**config.mk**
```make
export PLATFORM = sky130hd
export DESIGN_NAME = lzd_seq
export DESIGN_NICKNAME = d
export VERILOG_FILES = /design/src/hdl/lzd_pkg.sv /design/src/hdl/lzd_seq.sv
export SDC_FILE = /design/constraint.sdc
export NUM_CORES = 1
export LEC_CHECK = 0
export BUFFER_PORTS_ARGS = -buffer_cell sky130_fd_sc_hd__buf_2
export CORE_MARGIN = 1.5
export CORE_UTILIZATION = 30
export CTS_BUF_LIST = sky130_fd_sc_hd__clkbuf_8 sky130_fd_sc_hd__clkbuf_16
export CTS_CLUSTER_DIAMETER = 60
export DETAILED_ROUTE_END_ITERATION = 10
export HOLD_SLACK_MARGIN = 0.06
export SLEW_MARGIN = 0
export SYNTH_ARGS = -nofsm -noshare
export SYNTH_HDL_FRONTEND = slang
export SYNTH_SLANG_ARGS = --single-unit
export TNS_END_PERCENT = 100
```
**constraint.sdc**
```tcl
create_clock -name aclk -period 8.01 [get_ports aclk]
set_input_delay 0.801 -clock aclk [delete_from_list [all_inputs] [get_ports aclk]]
set_output_delay 0.801 -clock aclk [all_outputs]
set_load 0.05 [all_outputs]
```
**src/hdl/lzd_pkg.sv**
```systemverilog
// Shared types and constants for the LZ77 token decoder.
// No dependencies; imported by every module of the decoder.
package lzd_pkg;

    localparam int DIST_W = 13;
    localparam int LEN_W  = 6;
    localparam int BYTE_W = 8;

    // Copy lengths above this are clipped.
    localparam logic [LEN_W-1:0] MAX_MATCH = LEN_W'(32);

    typedef enum logic [1:0] {
        SEQ_IDLE,
        SEQ_COPY,
        SEQ_FOLLOW
    } seq_state_t;

    // One byte request handed from the sequencer to the datapath.
    typedef struct packed {
        logic              valid;     // request offered this cycle
        logic              from_mem;  // byte comes from the history ring
        logic              wr;        // append byte to history
        logic [BYTE_W-1:0] data;      // byte when not read from the ring
        logic              last;      // final result of the token
        logic              bad;       // rejected copy
    } issue_t;

endpackage

```
**src/hdl/lzd_seq.sv**
```systemverilog
// Token sequencer: latches a token, checks its distance and steps out one
// byte request per cycle while issue_ok holds. Depends on lzd_pkg.
module lzd_seq
    import lzd_pkg::*;
#(
    parameter int WINDOW_DEPTH = 4096,
    parameter int AW           = 12,
    parameter int CW           = 13
) (
    input  logic              aclk,
    input  logic              aresetn,
    input  logic              accept,
    input  logic              start_of_stream,
    input  logic [DIST_W-1:0] distance,
    input  logic [LEN_W-1:0]  match_length,
    input  logic [BYTE_W-1:0] next_byte,
    input  logic [AW-1:0]     wr_ptr,
    input  logic [CW-1:0]     filled,
    input  logic              issue_ok,
    output logic              idle,
    output issue_t            issue,
    output logic [AW-1:0]     rd_addr
);

    localparam int SW = ((CW > DIST_W) ? CW : DIST_W) + 1;

    seq_state_t        state_reg, state_next;
    logic [LEN_W-1:0]  len_left_reg, len_left_next;
    logic [AW-1:0]     rd_ptr_reg, rd_ptr_next;
    logic [BYTE_W-1:0] tok_byte_reg, tok_byte_next;
    logic              tok_bad_reg, tok_bad_next;

    logic [SW-1:0]     dist_ext;
    logic [SW-1:0]     fill_eff;
    logic [SW-1:0]     src_sum;
    logic [AW-1:0]     src_ptr;
    logic              dist_bad;
    logic [LEN_W-1:0]  len_clip;
    logic              fire;

    always_comb begin
        dist_ext = SW'(distance);
        fill_eff = start_of_stream ? '0 : SW'(filled);
        dist_bad = (distance == '0) || (dist_ext > fill_eff);
        src_sum  = SW'(wr_ptr) + SW'(WINDOW_DEPTH) - dist_ext;
        if (src_sum >= SW'(WINDOW_DEPTH)) begin
            src_ptr = AW'(src_sum - SW'(WINDOW_DEPTH));
        end else begin
            src_ptr = AW'(src_sum);
        end
        len_clip = (match_length > MAX_MATCH) ? MAX_MATCH : match_length;
    end

    assign fire = issue.valid && issue_ok;

    // Next state and token registers.
    always_comb begin
        state_next    = state_reg;
        len_left_next = len_left_reg;
        rd_ptr_next   = rd_ptr_reg;
        tok_byte_next = tok_byte_reg;
        tok_bad_next  = tok_bad_reg;
        unique case (state_reg)
            SEQ_IDLE: begin
                if (accept) begin
                    tok_byte_next = next_byte;
                    tok_bad_next  = 1'b0;
                    if (match_length == '0) begin
                        state_next = SEQ_FOLLOW;
                    end else if (dist_bad) begin
                        state_next    = SEQ_FOLLOW;
                        tok_byte_next = '0;
                        tok_bad_next  = 1'b1;
                    end else begin
                        state_next    = SEQ_COPY;
                        len_left_next = len_clip;
                        rd_ptr_next   = src_ptr;
                    end
                end
            end
            SEQ_COPY: begin
                if (fire) begin
                    len_left_next = len_left_reg - LEN_W'(1);
                    rd_ptr_next   = (rd_ptr_reg == AW'(WINDOW_DEPTH - 1)) ? '0
                                                                           : rd_ptr_reg + AW'(1);
                    if (len_left_reg == LEN_W'(1)) begin
                        state_next = (tok_byte_reg != '0) ? SEQ_FOLLOW : SEQ_IDLE;
                    end
                end
            end
            SEQ_FOLLOW: begin
                if (fire) begin
                    state_next = SEQ_IDLE;
                end
            end
            default: state_next = SEQ_IDLE;
        endcase
    end

    // Request offered to the datapath.
    always_comb begin
        issue   = '0;
        rd_addr = rd_ptr_reg;
        idle    = 1'b0;
        unique case (state_reg)
            SEQ_IDLE: begin
                idle = 1'b1;
            end
            SEQ_COPY: begin
                issue.valid    = 1'b1;
                issue.from_mem = 1'b1;
                issue.wr       = 1'b1;
                issue.last     = (len_left_reg == LEN_W'(1)) && (tok_byte_reg == '0);
            end
            SEQ_FOLLOW: begin
                issue.valid = 1'b1;
                issue.wr    = !tok_bad_reg;
                issue.data  = tok_byte_reg;
                issue.last  = 1'b1;
                issue.bad   = tok_bad_reg;
            end
            default: idle = 1'b0;
        endcase
    end

    always_ff @(posedge aclk) begin
        if (!aresetn) begin
            state_reg <= SEQ_IDLE;
        end else begin
            state_reg <= state_next;
        end
    end

    always_ff @(posedge aclk) begin
        len_left_reg <= len_left_next;
        rd_ptr_reg   <= rd_ptr_next;
        tok_byte_reg <= tok_byte_next;
        tok_bad_reg  <= tok_bad_next;
    end

endmodule

```
==> metrics.md, run 1 <==
| Metric | Value |
|---|---|
| Status | finished, final reports clean |
| Initial Util | 30.67% |
| Ys flop type | edfxtp_1 |
| Max rail drop VDD | 0.09544 mV |
| Reg2reg path depth | 5 |
| Mapped cell area | 2661 um2 |
| Worst Setup Slack, final | 5.296 ns |
| Gpl congestion | 0.8294 |
| Hold Buf Count CTS | 0 |
| First-pass detailed-route iteration total | 4 |
| Mapped Cells | 293 |
| End point of the critical path | rd_addr[5] |
| RSZ-0062 raised after global routing | no |
| Comb power frac | 52.2% |
| Port bufs | 82 |
| Largest register FFs | 12 |
| Clock power share | 14.9% |
| Period utilization | 33.88% |
| Total wire length | 6615 um |
| Synth area leaders | edfxtp_1 30%, ha_1 14%, and2_1 4.7% |
| Worst EP required | 7.97 ns |
| Initial antenna violation count | 0 |
| Final core occ | 37.66% |
| R2r endpoint | rd_addr[9] |
| Syn Nets | 381 |
| Fin Clk Skew | 0.006399 ns |
| CTS resizes | 0 |
| Avg Inst Size Synth | 9.083 um2 |
| Crit path DAT | 2.67 ns |
| Endpoints failing setup | 0 |
| PwrDens | 231.3 nW/um2 |
| Detail-routed via count per cell | 4.992 |
| Synth area leader | edfxtp_1 |
| GRT Overall Usage | 14.25% |
| Remaining Overflow, GRT | 0 |
| Die W | 97.19 um |
| Clock sinks | 29 |
| Largest net degree at the start of global routing | 29 |
| Sequential power share | 32.9% |
| Async S/R FF share, synth | 0% |
| Crit path kind | input port to flip-flop |
| Post-CTS setup buffer count | 0 |
| Final ANT Viol Nets | 0 |
| Synth warnings | 0 |
| DR WL/cell | 13.67 um |
| Max Root-Sink Buffers | 2 |
| XOR/XNOR Fraction of Synth Area | 5.924% |
| First DRT Iteration DRCs | 137 |
| Placed inst area | 3187 um2 |
| Internal Pwr Total | 405.2 uW |
| Clock Tree Root | clkbuf_8 |
| Fin nets | 463 |
| Setup slack, reg-to-reg | 6.12 ns |
| Tmin final | 2.714 ns |
| Core Rows | 34 |
| Mux contribution to synthesized area | 0% |
| Switching fraction of total power | 46.38% |
| Setup tns final | 0 ns |
| Worst-Margin Slew | 0.5399 ns |
| Die area | 9445 um2 |
| Reg-to-reg startpoint | rd_addr[2] |
| Number of max-cap violations | 0 |
| Yosys top cell area share | 30.47% |
| Clock transition at the registers of the reported paths | 0.06 ns |
| Synth cell types | 49 |
| Compound-Gate Fraction of Synth Area | 18.62% |
| Routed via count | 2,416 |
| Share of cells above drive strength 1 | 24.73% |
| Post-synth EDFFs | 27 |
| Post-Place Setup Slack | 4.982 ns |
| Clk Latency, worst-skew pair | 0.28 ns |
| Final max-slew violation count | 0 |
| First-pass GRT wire length | 11,040 um |
| Synthesized-area fraction occupied by adder cells | 14.86% |
| Final hold violation count | 0 |
| Psw | 350.5 uW |
| Fill cell count | 933 |
| Fin area | 3268 um2 |
| Sequential fraction of the synthesis area | 31.97% |
| Startpoint Class | input port |
| Hold WS | 0.4871 ns |
| Detail Placement HPWL | 5476 um |
| Crit end category | flip-flop |
| I/O pins | 83 |
| CTS tree | yes |
| Fmax | 368.5 MHz |
| Largest family of logic cells by synthesized area | simple AND/OR/NAND/NOR gates |
| Max H-tree Level | 2 |
| Synth Area in Simple Gates | 24.35% |
| Crit. Startpoint | start_of_stream |
| Layout Area Growth over Synthesis | 22.80% |
| Residual DRC | 0 |
| Hold Crit Class | flip-flop to flip-flop |
| Total core area | 8678 um2 |
| Max FO, Critical Path | 18 |
| Vias in the first global route | 2,353 |
| Die Ht | 97.19 um |
| Leakage | 1.443 nW |
| Max-slew headroom | 63.76% |
| Num CTS Buffers | 5 |
| Seq cells post-synth | 29 |
| Ant diodes | 0 |
[power groups by stage]
stage	Combinational (mW)	Sequential [mW]	Clock, mW
after floorplan	0.261	0.290	0
after global placement	0.392	0.250	0
after detailed placement	0.396	0.252	0
after CTS	0.398	0.249	0.116
after global routing	0.430	0.255	0.123
final	0.395	0.248	0.112
[per-layer routing]
layer / track usage [%] / vias to the layer above / share of wire [%]
met2: 23.78 / 58 / 48
met5: 0 / - / 0
met4: 5.017 / 0 / 1.5
li1: - / 1240 / -
met1: 18.05 / 1111 / 46
met3: 3.237 / 7 / 4.7
[cell type report]
| cell class | count | area [um2] | area share (%) |
|---|---|---|---|
| clock buffer | 5 | 68.82 | 2.106 |
| clock inverter | 3 | 12.51 | 0.3828 |
| inverter | 21 | 78.83 | 2.412 |
| multi-input combinational | 234 | 1697 | 51.91 |
| sequential | 29 | 850.8 | 26.03 |
| tap | 108 | 135.1 | 4.135 |
| timing repair buffer | 84 | 425.4 | 13.02 |
[cells in the mapped netlist, types with 3 or more instances]
library cell  count
xor2_1           12
o22ai_1           6
a21boi_0          3
nand2_1          15
nor3_1            7
ha_1             30
o31ai_1           3
nand3b_1          6
a21o_1            4
a21oi_1          10
edfxtp_1         27
nor2_1           18
clkbuf_1          8
nand2b_1         15
nand3_1           8
o21a_1            7
nand4_1           7
nor2b_1           6
o211ai_1          3
inv_1            20
o21ai_0           9
and3_1            4
and2_1           20
o31a_1            3
o21ai_1           4
a211o_1           3
xnor2_1           6
[worst min-delay path by stage]
stage	startpoint	end	cells after the start
floorplan	state_reg[0]	state_reg[0]	2
global placement	state_reg[0]	state_reg[0]	2
detailed placement	state_reg[0]	state_reg[0]	2
CTS	state_reg[0]	state_reg[0]	2
global route	state_reg[0]	state_reg[0]	2
finish	state_reg[0]	state_reg[0]	2
[worst max-delay path, stage by stage]
cell and delay, ns:
buf_2 0.15, nand2b_1 0.16, ha_1 0.30, and4_1 0.23, nor2b_1 0.14, o31a_1 0.26
o21a_1 0.22, o21ai_1 0.13, buf_4 0.27
[cell usage in the layout, fill, tap and decap left out, types with 7 or more instances in the layout]
master / n
ha_1: 30
nand2b_1: 15
buf_2: 82
nand2_1: 15
o21a_1: 7
edfxtp_1: 27
inv_1: 20
xor2_1: 12
o21ai_0: 9
nand3_1: 8
nand4_1: 7
nor2_1: 18
nor3_1: 7
and2_1: 20
a21oi_1: 10
[stage by stage]
stage | instances | power, mW
detailed placement | 476 | 0.6480
global placement | 476 | 0.6418
CTS | 484 | 0.7626
global route | 484 | 0.8089
finish | 484 | 0.7558
floorplan | 293 | 0.5510
[kinds of logic (layout without fill, tap and decap cells)]
family,after synthesis,in the layout
AOI/OAI and AO/OA,69,69
xor gates and xnor gates,18,18
adders and majority gates,31,31
buffers and inverters,30,113
DFF,29,29
and+or+nand+nor,116,116
Power figures use the tool's default switching activity.
==> run 2: changes to the inputs <==
==> constraint.sdc (replaced) <==
create_clock -name aclk -period 2.6 [get_ports aclk]
set_input_delay 0.26 -clock aclk [delete_from_list [all_inputs] [get_ports aclk]]
set_output_delay 0.26 -clock aclk [all_outputs]
set_load 0.05 [all_outputs]
==> run 2 against run 1 <==
  * Combinational power rose to 3.1 times the previous value
  * Largest cell class unchanged
  * Clock skew rose by 0.0011 ns
  * First-iteration DRC count did not move
  * Critical endpoint is now issue[1]
  * Setup slack got worse by 4.8 ns
  * Sequential share of layout area fell by 0.19 points
  * Critical path depth fell by 4
==> metrics.md, run 2 (synthesis results as in run 1) <==
| Metric | Value |
|---|---|
| Vias in the first global route | 2,386 |
| Remaining Overflow, GRT | 0 |
| CP Depth | 5 |
| Endpoints failing setup | 0 |
| Crit end category | primary output |
| Fin Clk Skew | 0.007537 ns |
| Crit path DAT | 1.89 ns |
| Psw | 1.081 mW |
| Highest-count cells in the layout ignoring fill and taps | 82 x buf_2, 30 x ha_1, 27 x edfxtp_1, 20 x inv_1, 20 x and2_1 |
| Number of max-cap violations | 0 |
| Clock power share | 14.6% |
| Tmin final | 2.148 ns |
| Num CTS Buffers | 5 |
| Slowest stage cell on the critical path | or4_1 |
| Hold Buf Count CTS | 0 |
| First-pass GRT wire length | 11,010 um |
| Internal Pwr Total | 1.265 mW |
| Initial Util | 30.67% |
| Total core area | 8678 um2 |
| Hold path depth | 3 |
| Period utilization | 82.60% |
| Max incr delay on CP | 0.52 ns |
| First-pass detailed-route iteration total | 4 |
| DR WL/cell | 13.51 um |
| Switching fraction of total power | 46.07% |
| Clock sinks | 29 |
| Hold Crit Class | input port to flip-flop |
| Worst EP required | 2.34 ns |
| Clock Tree Root | clkbuf_8 |
| Sequential power share | 32.6% |
| Port bufs | 82 |
| Clock transition at the registers of the reported paths | 0.06 ns |
| Comb power frac | 52.9% |
| Fin nets | 464 |
| Fmax | 465.6 MHz |
| Gpl congestion | 0.7924 |
| Worst-Margin Slew | 0.5026 ns |
| Crit path kind | flip-flop to primary output |
| Routed via count | 2,400 |
| Core Rows | 34 |
| Layout Area Growth over Synthesis | 23.70% |
| Reg2reg path depth | 5 |
| RSZ-0062 raised after global routing | no |
| Hold WS | 0.2447 ns |
| CP Cell Sequence | or4_1 > nor2_1 > a31oi_1 > nor2b_1 > buf_2 |
| Largest net degree at the start of global routing | 20 |
| Share of cells above drive strength 1 | 25.20% |
| Detail Placement HPWL | 5468 um |
| Most common cell after layout, fill and taps aside | buf_2 |
| GRT Overall Usage | 14.10% |
| Max H-tree Level | 2 |
| First DRT Iteration DRCs | 137 |
| Max Root-Sink Buffers | 2 |
| Detail-routed via count per cell | 4.948 |
| Total wire length | 6554 um |
| Ant diodes | 0 |
| Final hold violation count | 0 |
| Setup tns final | 0 ns |
| Die W | 97.19 um |
| Status | finished, final reports clean |
| Post-CTS setup buffer count | 0 |
| Leakage | 1.453 nW |
| Clk Latency, worst-skew pair | 0.27 ns |
| Max FO, Critical Path | 2 |
| Residual DRC | 0 |
| Startpoint Class | flip-flop |
| I/O pins | 83 |
| Final ANT Viol Nets | 0 |
| Crit path buf inv count | 1 |
| Largest register FFs | 12 |
| Cell family with most CP delay | simple AND/OR/NAND/NOR gates |
| Max rail drop VDD | 0.2687 mV |
| CTS resizes | 0 |
| PwrDens | 712.7 nW/um2 |
| Max-slew headroom | 66.27% |
| CTS tree | yes |
| Initial antenna violation count | 0 |
| Final max-slew violation count | 0 |
| Die Ht | 97.19 um |
| Die area | 9445 um2 |
## run 2: cell count changes in the layout (fill, tap and decap cells not counted), sizes merged
cell  delta
buf      +1
## run 2: stage by stage
step	cell area, um2	total power, mW	util (%)	setup WS, ns	cells
finish	3292	2.346	37.93	0.4524	485
global route	3292	2.517	37.93	0.3238	485
CTS	3292	2.370	37.93	0.4482	485
detailed placement	3211	2.019	37.00	0.1808	477
global placement	3211	2.002	37.00	0.2286	477
floorplan	2665	1.700	-	0.06589	293
## run 2: per-layer routing
layer	global-route usage [%]	vias to the layer above	wire (um)
li1	-	1246	-
met1	18.07	1084	3049
met2	23.83	62	3096
met3	3.237	8	314
met4	3.790	0	93
met5	0	-	0
## run 2: power groups by stage
| stage | Sequential [mW] | Clock [mW] | Combinational [mW] |
|---|---|---|---|
| 3_5_place_dp | 0.775 | 0 | 1.24 |
| 5_1_grt | 0.784 | 0.377 | 1.36 |
| 2_1_floorplan | 0.892 | 0 | 0.808 |
| 3_3_place_gp | 0.771 | 0 | 1.23 |
| 4_1_cts | 0.765 | 0.355 | 1.25 |
| 6_report | 0.764 | 0.341 | 1.24 |
## run 2: layout make-up
class / instances / area, um2
Multi-Input combinational cell: 234 / 1700
Sequential cell: 29 / 850.8
Clock buffer: 5 / 68.82
Tap cell: 108 / 135.1
Fill cell: 947 / 5386
Clock inverter: 3 / 12.51
Timing Repair Buffer: 85 / 445.4
Inverter: 21 / 78.83
## run 2: worst reg2reg max path, cell delays in order, from the launching register on
cell and delay, ns:
edfxtp_1 0.41, and3_1 0.30, nand4_1 0.13, o21ai_1 0.44, nor2_1 0.10, a211o_1 0.24
## run 2: final timing paths
kind                    from           end  slack, ns
min                  aresetn  state_reg[0]       0.24
max          tok_byte_reg[5]      issue[1]       0.45
min reg2reg     state_reg[0]  state_reg[0]       0.48
max reg2reg       rd_addr[2]    rd_addr[9]       0.73
